<file path="config.mk">
export PLATFORM = sky130hd
export DESIGN_NAME = ordered_id_list_reorder
export DESIGN_NICKNAME = d
export VERILOG_FILES = /design/src/hw/rtl/olr_pkg.sv /design/src/hw/rtl/olr_ram.sv /design/src/hw/rtl/ordered_id_list_reorder.sv
export SDC_FILE = /design/constraint.sdc
export NUM_CORES = 2
export LEC_CHECK = 0
export BUFFER_PORTS_ARGS = -buffer_cell sky130_fd_sc_hd__clkbuf_2
export CAP_MARGIN = 20
export CORE_MARGIN = 2
export CORE_UTILIZATION = 40
export DETAILED_ROUTE_END_ITERATION = 16
export PLACE_DENSITY = 0.64
export SYNTH_ARGS = -nofsm -noshare
export SYNTH_HDL_FRONTEND = slang
export SYNTH_SLANG_ARGS = --single-unit
</file>
<file path="constraint.sdc">
create_clock -name clk -period 7.4 [get_ports clk]
set_input_delay 0.74 -clock clk [delete_from_list [all_inputs] [get_ports clk]]
set_output_delay 0.74 -clock clk [all_outputs]
set_load 0.1 [all_outputs]
</file>
<file path="src/hw/rtl/olr_pkg.sv">
// Shared types and constants for the ordered identifier list.
// Request and response structs, operation and status codes, sequencer states.
// No dependencies.
package olr_pkg;

  localparam int DEF_LIST_DEPTH = 64;
  localparam int DEF_ID_WIDTH   = 32;

  localparam int OP_W     = 3;
  localparam int EXT_ID_W = 32;
  localparam int POS_W    = 6;
  localparam int CNT_W    = 7;
  localparam int STAT_W   = 2;

  localparam logic [OP_W-1:0] OP_APPEND = 3'd0;
  localparam logic [OP_W-1:0] OP_READ   = 3'd1;
  localparam logic [OP_W-1:0] OP_FIND   = 3'd2;
  localparam logic [OP_W-1:0] OP_MOVE   = 3'd3;
  localparam logic [OP_W-1:0] OP_CLEAR  = 3'd4;

  localparam logic [STAT_W-1:0] ST_OK    = 2'd0;
  localparam logic [STAT_W-1:0] ST_FULL  = 2'd1;
  localparam logic [STAT_W-1:0] ST_RANGE = 2'd2;

  typedef struct packed {
    logic [OP_W-1:0]     operation;
    logic [EXT_ID_W-1:0] entity_id;
    logic [POS_W-1:0]    position;
  } olr_req_t;

  typedef struct packed {
    logic [EXT_ID_W-1:0] entity_out;
    logic [POS_W-1:0]    index_out;
    logic                found;
    logic [CNT_W-1:0]    entry_count;
    logic [STAT_W-1:0]   status;
  } olr_rsp_t;

  typedef enum logic [3:0] {
    S_IDLE,
    S_EXEC,
    S_READ,
    S_CHECK,
    S_FIND,
    S_UP,
    S_DOWN,
    S_PLACE,
    S_RESP
  } olr_state_t;

endpackage

</file>
<file path="src/hw/rtl/olr_ram.sv">
// Generic single-write, single-read memory with a registered read port.
// Used for the list storage. No dependencies.
module olr_ram #(
  parameter int WIDTH = 32,
  parameter int DEPTH = 64
) (
  input  logic                     clk,
  input  logic                     we,
  input  logic [$clog2(DEPTH)-1:0] waddr,
  input  logic [WIDTH-1:0]         wdata,
  input  logic                     re,
  input  logic [$clog2(DEPTH)-1:0] raddr,
  output logic [WIDTH-1:0]         rdata
);

  logic [WIDTH-1:0] mem [DEPTH];

  always_ff @(posedge clk) begin
    if (we) begin
      mem[waddr] <= wdata;
    end
    if (re) begin
      rdata <= mem[raddr];
    end
  end

endmodule

</file>
<file path="src/hw/rtl/ordered_id_list_reorder.sv">
// Top level of the ordered identifier list with move-to-position.
// Depends on olr_pkg and olr_ram.
//
// A request enters on req_valid/req_ready and carries an operation, an
// identifier and a position; every request gives exactly one response on
// rsp_valid/rsp_ready. The block handles one request at a time and holds
// req_ready low from acceptance until its response has been placed in the
// output register, which may still wait to be taken while the next request
// is accepted.
// Append, clear and unknown operations pass the execute state and then the
// response state before reaching the output register; a read passes the
// read state between them. Find reads one entry a cycle until a match or
// the last entry. Move first reads the target, then walks the entries
// below it upwards and, when needed, the entries above it downwards.
// Find and move walk the list through the memory's single read port.
// Reset empties the list at once; memory contents are left as they are.
// While the receiver stalls, a finished response waits in the sequencer
// until the output register is free.
module ordered_id_list_reorder
  import olr_pkg::*;
#(
  parameter int LIST_DEPTH = DEF_LIST_DEPTH,
  parameter int ID_WIDTH   = DEF_ID_WIDTH
) (
  input  logic     clk,
  input  logic     rst,
  input  logic     req_valid,
  output logic     req_ready,
  input  olr_req_t req,
  output logic     rsp_valid,
  input  logic     rsp_ready,
  output olr_rsp_t rsp
);

  localparam int AddrW = $clog2(LIST_DEPTH);
  localparam int CntW  = $clog2(LIST_DEPTH + 1);
  localparam int CmpW  = (CntW > POS_W) ? CntW : POS_W;

  olr_state_t state, state_next;

  logic [OP_W-1:0]     op;
  logic [ID_WIDTH-1:0] ident;
  logic [POS_W-1:0]    tgt_pos;
  logic [CntW-1:0]     count;
  logic [CntW-1:0]     scan_addr;
  logic                issue_on;
  logic                moving;
  logic                rd_valid;
  logic [AddrW-1:0]    rd_addr;

  logic [EXT_ID_W-1:0] res_entity;
  logic [POS_W-1:0]    res_index;
  logic                res_found;
  logic [STAT_W-1:0]   res_status;

  logic                mem_we;
  logic [AddrW-1:0]    mem_waddr;
  logic [ID_WIDTH-1:0] mem_wdata;
  logic                mem_re;
  logic [AddrW-1:0]    mem_raddr;
  logic [ID_WIDTH-1:0] rd_data;

  logic             pos_ok;
  logic [AddrW-1:0] pos_a;
  logic             match;
  logic             at_pos;
  logic             at_last;
  logic             rsp_free;

  olr_ram #(
    .WIDTH(ID_WIDTH),
    .DEPTH(LIST_DEPTH)
  ) u_list (
    .clk  (clk),
    .we   (mem_we),
    .waddr(mem_waddr),
    .wdata(mem_wdata),
    .re   (mem_re),
    .raddr(mem_raddr),
    .rdata(rd_data)
  );

  assign pos_ok   = CmpW'(tgt_pos) < CmpW'(count);
  assign pos_a    = AddrW'(tgt_pos);
  assign match    = rd_data == ident;
  assign at_pos   = rd_addr == pos_a;
  assign at_last  = CntW'(rd_addr) == count - 1'b1;
  assign rsp_free = !rsp_valid || rsp_ready;

  always_comb begin
    state_next = state;
    unique case (state)
      S_IDLE: begin
        if (req_valid) begin
          state_next = S_EXEC;
        end
      end
      S_EXEC: begin
        unique case (op)
          OP_READ: state_next = pos_ok ? S_READ : S_RESP;
          OP_FIND: state_next = (count != '0) ? S_FIND : S_RESP;
          OP_MOVE: state_next = pos_ok ? S_CHECK : S_RESP;
          default: state_next = S_RESP;
        endcase
      end
      S_READ:  state_next = S_RESP;
      S_CHECK: state_next = match ? S_RESP : S_UP;
      S_FIND: begin
        if (rd_valid && (match || at_last)) begin
          state_next = S_RESP;
        end
      end
      S_UP: begin
        if (rd_valid && at_pos) begin
          state_next = moving ? S_PLACE : S_DOWN;
        end
      end
      S_DOWN: begin
        if (rd_valid && at_pos) begin
          state_next = S_PLACE;
        end
      end
      S_PLACE: state_next = S_RESP;
      S_RESP: begin
        if (rsp_free) begin
          state_next = S_IDLE;
        end
      end
      default: state_next = S_IDLE;
    endcase
  end

  always_comb begin
    req_ready = 1'b0;
    mem_we    = 1'b0;
    mem_waddr = pos_a;
    mem_wdata = ident;
    mem_re    = 1'b0;
    mem_raddr = scan_addr[AddrW-1:0];
    unique case (state)
      S_IDLE: req_ready = 1'b1;
      S_EXEC: begin
        if (op == OP_APPEND && count < CntW'(LIST_DEPTH)) begin
          mem_we    = 1'b1;
          mem_waddr = count[AddrW-1:0];
        end
        if ((op == OP_READ || op == OP_MOVE) && pos_ok) begin
          mem_re    = 1'b1;
          mem_raddr = pos_a;
        end
      end
      S_FIND: mem_re = issue_on;
      S_UP: begin
        mem_re = issue_on;
        if (rd_valid && moving) begin
          mem_we    = 1'b1;
          mem_waddr = rd_addr - 1'b1;
          mem_wdata = rd_data;
        end
      end
      S_DOWN: begin
        mem_re = issue_on;
        if (rd_valid && moving) begin
          mem_we    = 1'b1;
          mem_waddr = rd_addr + 1'b1;
          mem_wdata = rd_data;
        end
      end
      S_PLACE: mem_we = 1'b1;
      default: ;
    endcase
  end

  always_ff @(posedge clk) begin
    if (rst) begin
      state     <= S_IDLE;
      count     <= '0;
      issue_on  <= 1'b0;
      moving    <= 1'b0;
      rd_valid  <= 1'b0;
      rsp_valid <= 1'b0;
    end else begin
      state    <= state_next;
      rd_valid <= mem_re;
      rd_addr  <= mem_raddr;

      if (state == S_RESP && rsp_free) begin
        rsp_valid       <= 1'b1;
        rsp.entity_out  <= res_entity;
        rsp.index_out   <= res_index;
        rsp.found       <= res_found;
        rsp.entry_count <= CNT_W'(count);
        rsp.status      <= res_status;
      end else if (rsp_ready) begin
        rsp_valid <= 1'b0;
      end

      unique case (state)
        S_IDLE: begin
          if (req_valid) begin
            op      <= req.operation;
            ident   <= ID_WIDTH'(req.entity_id);
            tgt_pos <= req.position;
          end
        end
        S_EXEC: begin
          res_entity <= '0;
          res_index  <= '0;
          res_found  <= 1'b0;
          res_status <= ST_OK;
          moving     <= 1'b0;
          scan_addr  <= '0;
          issue_on   <= (op == OP_FIND) && (count != '0);
          unique case (op)
            OP_APPEND: begin
              if (count < CntW'(LIST_DEPTH)) begin
                count <= count + 1'b1;
              end else begin
                res_status <= ST_FULL;
              end
            end
            OP_MOVE: begin
              if (!pos_ok) begin
                res_status <= ST_RANGE;
              end
            end
            OP_CLEAR: count <= '0;
            default: ;
          endcase
        end
        S_READ: begin
          res_entity <= EXT_ID_W'(rd_data);
          res_found  <= 1'b1;
        end
        S_CHECK: begin
          scan_addr <= '0;
          issue_on  <= !match;
        end
        S_FIND: begin
          if (issue_on) begin
            scan_addr <= scan_addr + 1'b1;
            if (scan_addr == count - 1'b1) begin
              issue_on <= 1'b0;
            end
          end
          if (rd_valid && match) begin
            res_found <= 1'b1;
            res_index <= POS_W'(rd_addr);
          end
        end
        S_UP: begin
          if (issue_on) begin
            scan_addr <= scan_addr + 1'b1;
            if (scan_addr[AddrW-1:0] == pos_a) begin
              issue_on <= 1'b0;
            end
          end
          if (rd_valid && !at_pos && match) begin
            moving <= 1'b1;
          end
          if (rd_valid && at_pos && !moving) begin
            scan_addr <= count - 1'b1;
            issue_on  <= 1'b1;
          end
        end
        S_DOWN: begin
          if (issue_on) begin
            scan_addr <= scan_addr - 1'b1;
            if (scan_addr[AddrW-1:0] == pos_a) begin
              issue_on <= 1'b0;
            end
          end
          if (rd_valid && !at_pos && match) begin
            moving <= 1'b1;
          end
        end
        default: ;
      endcase
    end
  end

  a_count_bound: assert property (@(posedge clk) disable iff (rst)
    count <= CntW'(LIST_DEPTH))
    else $error("entry count beyond list depth");

  a_idle_no_write: assert property (@(posedge clk) disable iff (rst)
    (state == S_IDLE) |-> !mem_we)
    else $error("list written while idle");

  a_shift_only_moving: assert property (@(posedge clk) disable iff (rst)
    ((state == S_UP || state == S_DOWN) && mem_we) |-> moving)
    else $error("entry shifted without a located identifier");

  a_clear_empties: assert property (@(posedge clk) disable iff (rst)
    (state == S_EXEC && op == OP_CLEAR) |=> (count == '0))
    else $error("clear left entries in the list");

  a_rsp_held: assert property (@(posedge clk) disable iff (rst)
    (state == S_RESP && rsp_valid && !rsp_ready) |=> (rsp_valid && $stable(rsp)))
    else $error("pending response overwritten");

endmodule
</file>
==> results.ini <==
[floorplan]
io_pins = 95
die_h_um = 481.6
start_util = 0.4019
core_sq_mm = 0.2271
fp.dieW_um = 481.6
num_rows = 175
dieArea_sq_mm = 0.2320

[worst_setup_path]
cp_slowest_cell = nor2_4
arrival_ns = 6.59
path_max_fanout = 22
slowest_delay_ns = 1.11
startpoint_type = register
cp-end-kind = register
r2r-start = state[0]$_SDFFE_PP0P_
worstSetupPathType = register to register
critical_path_buf_inv_count = 1
startpoint = state[0]$_SDFFE_PP0P_
path_cells = or4b_1, nor4b_2, nor2_1, a22oi_1, o21ai_0, nor2b_1, nand2_1, nor2_4, buf_4
cp.required_ns = 7.96
cp_top_family = simple AND/OR/NAND/NOR gates

[cells_and_area]
instances_no_fill = 9436
layout_common_cells = edfxtp_1 (2223), nand3_1 (577), o21ai_0 (540), a21oi_1 (466), buf_4 (246)
finalNetCount = 6301
drive_above_1_share = 0.1451
syn2layout_area_growth_pct = 13.45
final_common_cell = edfxtp_1

[timing]
fin_crit_sh = 0.8146
setup_viol = 0
hold_violations = 0
worstMarginPinSlew_ns = 1.289
fin_worst_skew_ns = 0.04241
fin_crit_ns = 6.028
relSlewSlack = 0.1293
slew_violations = 0
setup-tns-final_ns = 0
fmax_ghz = 0.1659
rsz0062_at_grt = false

[clock_tree]
cts_buffer_depth = 3
cts_sinks = 2238
htreeDepth = 4
cts_setup_buffers = 0
cts_tree = done
cts_root_buffer = clkbuf_16
cts_hold_buf = 17
cts_buffers = 214
clkLatencyLatePin_ns = 0.88
cts.clk_slew.worst_paths_ns = 0.06
cts_resized = 0

[routing]
via_per_inst = 6.377
drtIter0Drc = 10120
drc_errors = 0
wirelength_um = 295300
wire_per_inst_um = 31.29
route.met2.wl_um = 133100
highest_layer = met5
ant_nets = 0
m1WireLength_um = 112200
routed-via-count = 60180
drtPass1Iterations = 8
wl_met3_um = 38410

[yosys]
yosysWarnings = 0
avgSynthCellArea_sq_um = 14.89
synth_nets = 6186
syn-instance-count = 6130
async_flop_share = 0
seq_area_frac_synth = 0.7349
synthFlopType = edfxtp_1
syn-cell-area_sq_mm = 0.09125
synth-edff-count = 2223
ys_types = 79
synth-seq-cells = 2238

[global_route]
overflow = 0
grt_pass1_wl_um = 417400
grt_util_all_layers = 0.2478
grt_antenna_before_repair = 20
grt_max_degree = 165
grt_pass1_vias = 56450

[place]
dp_hpwl_um = 170500
placed_cells = 9010
port_buffers = 94
place_congestion = 0.9101

[worst_hold_path]
holdCritStartpoint = req[10]
min_path_type = input pin to register

[pwr]
power_density_mw_per_mm2 = 307.5
leakagePower_nw = 32.92
ir_worst_vdd_uv = 290.6
power.total_mw = 31.83

[status]
status = complete, no violations

[flow_run]
drv_cap = 0

==> stage by stage <==
stage          cell area [sq um]  hold WS [ns]  worst slack, ns  utilization
3_5_place_dp               96610        0.4045            1.397       0.4255
6_report                  103500       0.04933            1.372       0.4559
4_1_cts                   103400      0.001183            1.350       0.4552
5_1_grt                   103500       0.01985            1.127       0.4558
2_1_floorplan              91250        0.4003            2.673            -
3_3_place_gp               96590        0.4021            1.489       0.4254
==> cell type report <==
cell class,instances,area (sq um)
Clock buffer,287,5680
Antenna cell,5,12.51
Sequential cell,2238,67050
Tap cell,3009,3765
Inverter,20,85.08
Clock inverter,106,905.9
Fill cell,19370,123500
Timing Repair Buffer,402,3262
Multi-Input combinational cell,3369,22750
==> Yosys cell counts, drive strengths merged, types with 24 or more instances <==
cell type     n  area (sq um)
edfxtp     2223         66750
nand3       577          2888
o21ai       542          2713
a21oi       469          2347
clkbuf      385          1445
mux2i       239          2392
nand2       204         765.7
a211oi      138          1036
nor2        129         491.7
buf         118         579.3
mux2        108          1216
a2111oi      67         586.8
and3         63         394.1
a31oi        61         381.6
o22ai        58         362.9
o22a         55         481.7
xor2         50         437.9
mux4         47          1059
nand2b       41         256.5
o221ai       41         359.1
o41ai        40         350.3
and2         37         231.5
a311oi       34         297.8
nand4        25         156.4
xnor2        25         219.0
a221oi       24         210.2
==> path summary, 6_finish.rpt <==
path,slack (ns),cells after the start,to
min,0.05,1,ident[4]$_DFFE_PP_
max reg2reg,1.37,9,u_list.mem[21][30]$_DFFE_PP_
max,1.37,9,u_list.mem[21][30]$_DFFE_PP_
min reg2reg,0.42,0,rsp[11]$_DFFE_PP_
==> worst reg2reg max path, delay by kind of cell (launching register included) <==
kind	cells	cell delay, ns
simple gates	6	3.91
buf+inv	1	0.42
flops	1	0.75
compound gates	2	0.63
==> cells by family (layout without fill, tap and decap cells) <==
family,after synthesis,in the layout,share of synthesized area
compound gates,1720,1720,0.1184
xor+xnor,75,75,0.007199
fa+ha+maj,11,11,0.001508
buf+inv,523,815,0.02301
flops,2238,2238,0.7349
mux,394,394,0.05115
other cells,0,5,0
simple gates,1169,1169,0.06384
==> where the power goes <==
part | internal (mW) | switching (mW) | total [mW] | leakage, nW
sequential | 14.5 | 0.182 | 14.6 | 20.1
combinational | 1.89 | 4.81 | 6.70 | 9.60
clock | 5.66 | 4.82 | 10.5 | 3.19
==> state kept, by name, summed over array words and instances (netlist names), 2 cells and up <==
| signal | flops |
|---|---|
| u_list.rdata | 32 |
| res_index | 6 |
| rd_addr | 6 |
| pos_a | 6 |
| res_status | 2 |
| state | 4 |
| op | 3 |
| res_entity | 32 |
| ident | 32 |
| scan_addr | 7 |
| rsp | 48 |
| u_list.mem | 2048 |
| count | 7 |
==> layer usage <==
layer	track usage	vias up
li1	-	24670
met4	0.09252	12
met2	0.3779	4479
met1	0.3418	30300
met5	0	-
met3	0.06347	718
Power figures use the tool's default switching activity.
